==> src/srt_pkg.sv <==
// Shared types and codes for the stack region table.
package srt_pkg;

  typedef enum logic [2:0] {
    CMD_ALLOC    = 3'd0,
    CMD_REGISTER = 3'd1,
    CMD_FREE     = 3'd2,
    CMD_OWNER    = 3'd3,
    CMD_LOOKUP   = 3'd4,
    CMD_CHECK    = 3'd5
  } cmd_t;

  localparam logic [2:0] ST_OK        = 3'd0;
  localparam logic [2:0] ST_NO_SLOT   = 3'd1;
  localparam logic [2:0] ST_NO_SPACE  = 3'd2;
  localparam logic [2:0] ST_BAD_ADDR  = 3'd3;
  localparam logic [2:0] ST_NOT_FOUND = 3'd4;

  localparam logic [2:0] REG_AREA_TOP    = 3'd0;
  localparam logic [2:0] REG_AREA_BOTTOM = 3'd1;
  localparam logic [2:0] REG_ACTIVE      = 3'd2;
  localparam logic [2:0] REG_MIN_SIZE    = 3'd3;
  localparam logic [2:0] REG_MAX_SIZE    = 3'd4;

  typedef struct packed {
    logic [2:0]  command;
    logic [31:0] address;
    logic [31:0] size;
    logic [31:0] thread_id;
  } req_t;

  typedef struct packed {
    logic [2:0]  status;
    logic [31:0] region_base;
    logic [31:0] region_limit;
    logic        found;
    logic        user_placed;
    logic [31:0] owner_tid;
    logic        inside_stack;
    logic        valid_pointer;
    logic [4:0]  live_count;
  } rsp_t;

endpackage

==> src/srt_front.sv <==
// Front end: takes command words, pre-rounds the size and queues them.
module srt_front import srt_pkg::*; #(
  parameter int PAGE_SHIFT = 7
) (
  input  logic        clk,
  input  logic        rst,
  input  logic        push,
  output logic        full,
  input  req_t        req,
  output logic        q_valid,
  input  logic        q_take,
  output req_t        q_req,
  output logic [31:0] q_rsize
);
  localparam logic [31:0] PageMask = (32'd1 << PAGE_SHIFT) - 32'd1;

  req_t        buf_req [2];
  logic [31:0] buf_rs  [2];
  logic        wr_ptr, rd_ptr;
  logic [1:0]  fill;

  assign full    = (fill == 2'd2);
  assign q_valid = (fill != 2'd0);
  assign q_req   = buf_req[rd_ptr];
  assign q_rsize = buf_rs[rd_ptr];

  always_ff @(posedge clk) begin
    if (rst) begin
      wr_ptr <= 1'b0;
      rd_ptr <= 1'b0;
      fill   <= 2'd0;
    end else begin
      if (push && !full) begin
        buf_req[wr_ptr] <= req;
        buf_rs[wr_ptr]  <= (req.size + PageMask) & ~PageMask;
        wr_ptr          <= ~wr_ptr;
      end
      if (q_take && q_valid) rd_ptr <= ~rd_ptr;
      fill <= fill + 2'(push && !full) - 2'(q_take && q_valid);
    end
  end
endmodule

==> src/srt_back.sv <==
// Back end: scans the slot table one entry a cycle and executes commands.
module srt_back import srt_pkg::*; #(
  parameter int MAX_SLOTS = 16
) (
  input  logic        clk,
  input  logic        rst,
  input  logic        cfg_we,
  input  logic [2:0]  cfg_index,
  input  logic [31:0] cfg_data,
  input  logic        q_valid,
  output logic        q_take,
  input  req_t        q_req,
  input  logic [31:0] q_rsize,
  output logic        empty,
  input  logic        pop,
  output rsp_t        rsp
);
  localparam int IW = (MAX_SLOTS > 1) ? $clog2(MAX_SLOTS) : 1;
  localparam int CW = $clog2(MAX_SLOTS + 1);

  typedef enum logic [1:0] {S_IDLE, S_SCAN, S_EXEC, S_OUT} state_t;

  logic [31:0] area_top, area_bottom, min_size, max_size, bump_pointer;
  logic [4:0]  active_slots;
  logic [31:0] slot_base  [MAX_SLOTS];
  logic [31:0] slot_limit [MAX_SLOTS];
  logic [31:0] slot_owner [MAX_SLOTS];
  logic [MAX_SLOTS-1:0] slot_live, slot_user;
  logic [CW-1:0] region_count;

  state_t      state;
  req_t        cur;
  logic [31:0] rsize, sz;
  logic [IW:0] idx;
  logic [IW:0] scan_n;
  logic        have_free, have_hit, clash, in_region;
  logic [IW-1:0] free_i, hit_i;
  logic        out_valid;
  rsp_t        out_rsp;
  rsp_t        out_next;
  logic [31:0] nl_reg;
  logic [31:0] alloc_nl;
  logic        alloc_ok, reg_ok;

  assign scan_n = ({1'b0, active_slots} < (MAX_SLOTS))
                ? (IW+1)'(active_slots) : (IW+1)'(MAX_SLOTS);
  assign empty  = !out_valid;
  assign rsp    = out_rsp;
  assign q_take = (state == S_IDLE) && q_valid && !out_valid;

  logic [IW-1:0] ci;
  logic [31:0]   cb, cl;
  logic          clv;
  assign ci  = idx[IW-1:0];
  assign cb  = slot_base[ci];
  assign cl  = slot_limit[ci];
  assign clv = slot_live[ci];

  // space check for allocate: the new limit must not drop below the window or wrap
  assign alloc_nl = bump_pointer - sz;
  assign alloc_ok = have_free && (alloc_nl >= area_bottom) && (alloc_nl <= bump_pointer);
  assign reg_ok   = have_free && !(cur.address > area_top || nl_reg < area_bottom || clash);

  always_comb begin
    out_next = '0;
    out_next.live_count = 5'(region_count);
    case (cur.command)
      CMD_ALLOC: begin
        if (!have_free) out_next.status = ST_NO_SLOT;
        else if (!alloc_ok) out_next.status = ST_NO_SPACE;
        else begin
          out_next.live_count   = 5'(region_count + 1'b1);
          out_next.region_base  = bump_pointer;
          out_next.region_limit = alloc_nl;
        end
      end
      CMD_REGISTER: begin
        if (!have_free) out_next.status = ST_NO_SLOT;
        else if (!reg_ok) out_next.status = ST_BAD_ADDR;
        else begin
          out_next.live_count   = 5'(region_count + 1'b1);
          out_next.region_base  = cur.address;
          out_next.region_limit = nl_reg;
        end
      end
      CMD_FREE: begin
        if (!have_hit) out_next.status = ST_NOT_FOUND;
        else out_next.live_count = 5'(region_count - 1'b1);
      end
      CMD_OWNER: begin
        if (!have_hit) out_next.status = ST_NOT_FOUND;
        else out_next.found = 1'b1;
      end
      CMD_LOOKUP: begin
        if (!have_hit) out_next.status = ST_NOT_FOUND;
        else begin
          out_next.region_base  = slot_base[hit_i];
          out_next.region_limit = slot_limit[hit_i];
          out_next.found        = 1'b1;
          out_next.user_placed  = slot_user[hit_i];
          out_next.owner_tid    = slot_owner[hit_i];
        end
      end
      CMD_CHECK: begin
        out_next.inside_stack  = in_region;
        out_next.valid_pointer = cur.address >= area_bottom &&
          cur.address <= area_top && cur.address[1:0] == 2'b00;
      end
      default: ;
    endcase
  end

  always_ff @(posedge clk) begin
    if (rst) begin
      area_top <= '0; area_bottom <= '0; active_slots <= 5'd16;
      min_size <= 32'd4096; max_size <= 32'd65536; bump_pointer <= '0;
      slot_live <= '0; slot_user <= '0; region_count <= '0;
      for (int i = 0; i < MAX_SLOTS; i++) slot_owner[i] <= '0;
      state <= S_IDLE; out_valid <= 1'b0;
    end else begin
      if (out_valid && pop) out_valid <= 1'b0;
      if (cfg_we) begin
        case (cfg_index)
          REG_AREA_TOP:    begin area_top <= cfg_data; bump_pointer <= cfg_data; end
          REG_AREA_BOTTOM: area_bottom <= cfg_data;
          REG_ACTIVE:      active_slots <= cfg_data[4:0];
          REG_MIN_SIZE:    min_size <= cfg_data;
          REG_MAX_SIZE:    max_size <= cfg_data;
          default: ;
        endcase
      end
      case (state)
        S_IDLE: begin
          if (q_take) begin
            cur <= q_req; rsize <= q_rsize; idx <= '0;
            have_free <= 1'b0; have_hit <= 1'b0; clash <= 1'b0; in_region <= 1'b0;
            nl_reg <= q_req.address - q_rsize;
            state <= S_SCAN;
          end
        end
        S_SCAN: begin
          // clamp size while the scan runs; max applied last
          sz <= (rsize < min_size ? (min_size > max_size ? max_size : min_size)
                                  : (rsize > max_size ? max_size : rsize));
          if (idx >= scan_n) state <= S_EXEC;
          else begin
            if (!clv && !have_free) begin have_free <= 1'b1; free_i <= ci; end
            if (clv && cb == cur.address && !have_hit) begin
              have_hit <= 1'b1; hit_i <= ci;
            end
            if (clv && cur.address > cl && nl_reg < cb) clash <= 1'b1;
            if (clv && cur.address >= cl && cur.address < cb) in_region <= 1'b1;
            idx <= idx + 1'b1;
          end
        end
        S_EXEC: begin
          out_rsp <= out_next;
          case (cur.command)
            CMD_ALLOC: begin
              if (alloc_ok) begin
                slot_base[free_i] <= bump_pointer;
                slot_limit[free_i] <= alloc_nl;
                slot_live[free_i] <= 1'b1; slot_user[free_i] <= 1'b0;
                slot_owner[free_i] <= '0;
                region_count <= region_count + 1'b1;
                bump_pointer <= alloc_nl;
              end
            end
            CMD_REGISTER: begin
              if (reg_ok) begin
                slot_base[free_i] <= cur.address; slot_limit[free_i] <= nl_reg;
                slot_live[free_i] <= 1'b1; slot_user[free_i] <= 1'b1;
                slot_owner[free_i] <= '0;
                region_count <= region_count + 1'b1;
              end
            end
            CMD_FREE: begin
              if (have_hit) begin
                slot_live[hit_i] <= 1'b0;
                region_count <= region_count - 1'b1;
                if (slot_limit[hit_i] == bump_pointer) bump_pointer <= slot_base[hit_i];
              end
            end
            CMD_OWNER: begin
              if (have_hit) slot_owner[hit_i] <= cur.thread_id;
            end
            default: ;
          endcase
          state <= S_OUT;
        end
        S_OUT: begin
          out_valid <= 1'b1;
          state <= S_IDLE;
        end
        default: state <= S_IDLE;
      endcase
    end
  end
endmodule

==> src/stack_region_table.sv <==
// Top level of the stack region table: front queue plus scanning back end.
//
//  channel   | handshake       | word
//  ----------+-----------------+-----------------------------------
//  request   | push / full     | req    (command, address, size, tid)
//  response  | pop / empty     | rsp    (status ... live_count)
//  config    | cfg_we          | cfg_index, cfg_data
//
// The back end takes a word from the front queue when it is idle and its
// output is empty, scans min(active_slots, MAX_SLOTS) slots, then executes
// the command in S_EXEC and publishes the response in S_OUT. The back end
// takes the next word only once the response is popped, so it does not start
// a new command before it is through with the last.
// The front holds two words, so requests are taken while the back scans.
// Reset is synchronous; it empties both sides and clears the table flags.
// A waiting response stalls the back end until it is popped.
module stack_region_table import srt_pkg::*; #(
  parameter int MAX_SLOTS  = 16,
  parameter int PAGE_SHIFT = 7
) (
  input  logic        clk,
  input  logic        rst,
  input  logic        push,
  output logic        full,
  input  req_t        req,
  output logic        empty,
  input  logic        pop,
  output rsp_t        rsp,
  input  logic        cfg_we,
  input  logic [2:0]  cfg_index,
  input  logic [31:0] cfg_data
);
  logic        q_valid, q_take;
  req_t        q_req;
  logic [31:0] q_rsize;

  srt_front #(.PAGE_SHIFT(PAGE_SHIFT)) u_front (
    .clk, .rst, .push, .full, .req,
    .q_valid, .q_take, .q_req, .q_rsize
  );

  srt_back #(.MAX_SLOTS(MAX_SLOTS)) u_back (
    .clk, .rst, .cfg_we, .cfg_index, .cfg_data,
    .q_valid, .q_take, .q_req, .q_rsize,
    .empty, .pop, .rsp
  );

  // a request is never pulled from an empty front queue
  a_take_valid: assert property (@(posedge clk) disable iff (rst)
    q_take |-> q_valid) else $error("take from empty queue");

  // a popped response leaves the output empty the next cycle
  a_pop_clears: assert property (@(posedge clk) disable iff (rst)
    (pop && !empty) |=> empty) else $error("response repeated");

  // live count never exceeds the table size
  a_count: assert property (@(posedge clk) disable iff (rst)
    !empty |-> rsp.live_count <= 5'(MAX_SLOTS)) else $error("bad live count");
endmodule
==> config.mk <==
export PLATFORM = sky130hd
export DESIGN_NAME = stack_region_table
export DESIGN_NICKNAME = d
export VERILOG_FILES = /design/src/srt_pkg.sv /design/src/srt_front.sv /design/src/srt_back.sv /design/src/stack_region_table.sv
export SDC_FILE = /design/constraint.sdc
export NUM_CORES = 2
export LEC_CHECK = 0
export ABC_AREA = 1
export BUFFER_PORTS_ARGS = -buffer_cell sky130_fd_sc_hd__buf_2
export CORE_MARGIN = 8
export CORE_UTILIZATION = 35
export CTS_CLUSTER_SIZE = 14
export DETAILED_ROUTE_END_ITERATION = 6
export PLACE_DENSITY_LB_ADDON = 0.05
export RECOVER_POWER = 25
export SLEW_MARGIN = 40
export SYNTH_ARGS = -nofsm -noshare
export SYNTH_HDL_FRONTEND = slang
export SYNTH_SLANG_ARGS = --single-unit
==> constraint.sdc <==
create_clock -name clk -period 35.4 [get_ports clk]
set_clock_uncertainty 0.1 [all_clocks]
set_input_delay 0 -clock clk [delete_from_list [all_inputs] [get_ports clk]]
set_output_delay 0 -clock clk [all_outputs]
set_load 0.02 [all_outputs]
==> metrics.md <==
| Metric | Value |
|---|---|
| Initial antenna violation count | `49` |
| Design Power | `8640 uW` |
| Initial Utilization | `a little over a third` |
| DRC violations left | `0` |
| Min-delay src | `cfg_data[7]` |
| Worst-skew pair later-pin latency | `910 ps` |
| Final-report max-slew violation count | `992` |
| # IOs | `249` |
| Primary FF master, synth | `edfxtp_1` |
| Reg2Reg Depth | `16` |
| Initial drt markers | `11,000` |
| Clock sinks | `between 2,000 and 2,500` |
| Layout cells sized above 1 | `between 7 and 8%` |
| Die Wd | `582 um` |
| Core box area | `320,000 um2` |
| H-tree lvl count | `5` |
| Pre-antenna DRT Iters | `6` |
| Commonest non-fill, non-tap cell in the layout | `edfxtp_1` |
| Relative slew slack | `-442%` |
| Hold WS | `66.2 ps` |
| Worst slew pin tran | `8130 ps` |
| Vias per cell | `approximately 5.7` |
| GPL Wtd Cong | `slightly above 0.9` |
| Cell Area, Synth | `112,000 um2` |
| Unrepaired setup endpoints after global routing | `no` |
| Max rail drop VDD | `0.0000417 V` |
| Final Setup Violations | `0` |
| CTS tree | `built` |
| Routed WL per cell | `~30 um` |
| Total Wirelength | `489,000 um` |
| Synth Register Bits | `2,212` |
| Lkg Pwr | `roughly 0.048 uW` |
| Dpl hpwl | `322,000 um` |
| RR Endpoint | `u_back.nl_reg[30]` |
| Gr ovfl total | `0` |
| Hold Path Class | `in2reg` |
| Layout Area Growth over Synthesis | `16.2%` |
| DR vias | `93,200` |
| YS warnings | `0` |
| Die Area | `339,000 um2` |
| Mapped Avg Cell Area | `just under 10 um2` |
| Worst setup path category | `in2reg` |
| Synth unique cells | `61` |
| First-pass GRT wire length | `677,000 um` |
| Hold Fails Final Rpt | `0` |
| Max Clock Freq | `111 MHz` |
| Sequential element share of the synthesized area | `between 50 and 60%` |
| Worst EP required | `roughly 36,000 ps` |
| Clock-pin slew on the worst setup and hold paths | `roughly 60 ps` |
| Std cell rows | `about 210` |
| Ys async rst share | `0%` |
| EDFF count, synth | `1,994` |
| Worst reg-to-reg setup slack | `26,720 ps` |
| Crit. End Element | `register` |
| Most frequent cells in the layout | `edfxtp_1, o21ai_0, nand2_1` |
| Antenna viol nets, final | `0` |
| TritonCTS Buffers | `around 280` |
| Total track usage | `27.6%` |
| Period utilization | `25.5%` |
| Mapped Nets | `12,200` |
| Status | `complete, but fails checks` |
| Longest Clk Path Bufs | `4` |
| Die height | `582 um` |
| Failing checks | `capacitance limit, slew limit` |
| Post-synthesis cell count | `11,700` |
| Vias in the first global route | `88,200` |
| CTS root buffer | `clkbuf_16` |
| Largest net degree at the start of global routing | `148` |
| Setup TNS | `0 ps` |
| # port buffers | `248` |
| Hold Path Sink | `u_back.area_top[7]` |
| Power per cell area | `about 66 nW/um2` |
| Top flop regs | `u_back.slot_base (512), u_back.slot_limit (512), u_back.slot_owner (512)` |
| Min cycle time layout | `9040 ps` |
| Worst path arrival time | `between 9000 and 10,000 ps` |
| Startpoint Class | `input pin` |
| Max-cap violation count | `23` |
| Final nets | `12,500` |
| Max Fanout on Critical Path | `91` |
| Hold Path Stages | `4` |
==> routing by layer <==
layer / part of all wire [%] / vias to the layer above / global-route usage [%]
met5: 0.014 / - / 0
met4: 4.0 / 12 / 9.44
met3: 8.3 / 698 / 5.07
met1: 46 / 46500 / 40.8
met2: 42 / 4164 / 40.5
li1: - / 41800 / -
==> worst max-delay path by stage <==
stage / to / startpoint / slack [ps]
final: u_back.max_size[28] / rst / 26360
after floorplan: u_back.cur[0] / u_back.state[0] / 22810
after global routing: u_back.nl_reg[30] / register / 25960
after detailed placement: u_back.slot_owner[1][16] / u_back.bump_pointer[0] / 26830
after CTS: u_back.slot_owner[1][29] / u_back.bump_pointer[0] / 26840
after global placement: u_back.slot_owner[7][18] / u_back.bump_pointer[0] / 26950
==> cell type report <==
| class | count | area [um2] |
|---|---|---|
| clock inverter | 146 | 1500 |
| tap | 4200 | 5260 |
| inverter | 1176 | 4460 |
| clock buffer | 347 | 7370 |
| antenna | 17 | 42.5 |
| fill | 31300 | 190000 |
| multi-input combinational | 7503 | 41300 |
| timing repair buffer | 805 | 6140 |
| sequential | 2212 | 64300 |
==> metrics by stage <==
step,setup WS (ps),util (%),area [um2],cells
2_1_floorplan,22810,-,112000,11700
3_3_place_gp,26950,36.8,118000,15600
3_5_place_dp,26830,37.0,118000,15600
4_1_cts,26840,40.8,130000,16400
5_1_grt,25960,40.7,130000,16400
6_report,26360,40.7,130000,16400
==> synthesized netlist by cell type, types with 63 or more instances <==
master / number / area [um2]
dfxtp_1: 218 / 4360
mux2i_1: 67 / 671
o21ai_0: 1564 / 7830
nand2_1: 1533 / 5750
inv_1: 1154 / 4330
a21oi_1: 1010 / 5050
nand4_1: 80 / 500
nor3_1: 63 / 315
edfxtp_1: 1994 / 59900
mux2_2: 67 / 754
buf_2: 165 / 826
nand3_1: 616 / 3080
o22ai_1: 74 / 463
o221ai_1: 247 / 2160
ha_1: 394 / 4930
o211ai_1: 251 / 1880
clkbuf_1: 523 / 1960
nor2_1: 1224 / 4590
==> where the power goes <==
| part | switching (uW) | total, uW | internal (uW) |
|---|---|---|---|
| Combinational | 1870 | 2570 | 704 |
| Clock | 1190 | 2820 | 1630 |
| Sequential | 152 | 3240 | 3090 |
==> cells by family (layout without fill, tap and decap cells) <==
group / after synthesis / in the layout / synth area share [%]
other: 0 / 17 / 0
and+or+nand+nor: 3618 / 3618 / 13.4
muxes: 134 / 134 / 1.27
DFF: 2212 / 2212 / 57.3
adders and majority gates: 396 / 396 / 4.43
xor gates and xnor gates: 76 / 76 / 0.593
buffers and inverters: 1936 / 2474 / 6.72
AOI/OAI and AO/OA: 3279 / 3279 / 16.4
==> what timing repair did <==
item	CTS	global route
hold buffers	313	0
buffers inserted	0	0
hold endpoints to repair	524	0
gates resized for setup	0	0
==> worst max-delay path, cell delays in order <==
cell	delay (ps)
dlygate4sd3_1	530
clkbuf_1	240
clkinvlp_2	1680
clkbuf_1	2800
clkbuf_1	3020
o21ai_0	350
a21oi_1	270
dlygate4sd3_1	570
No activity file was read; power rests on OpenSTA's default activity.
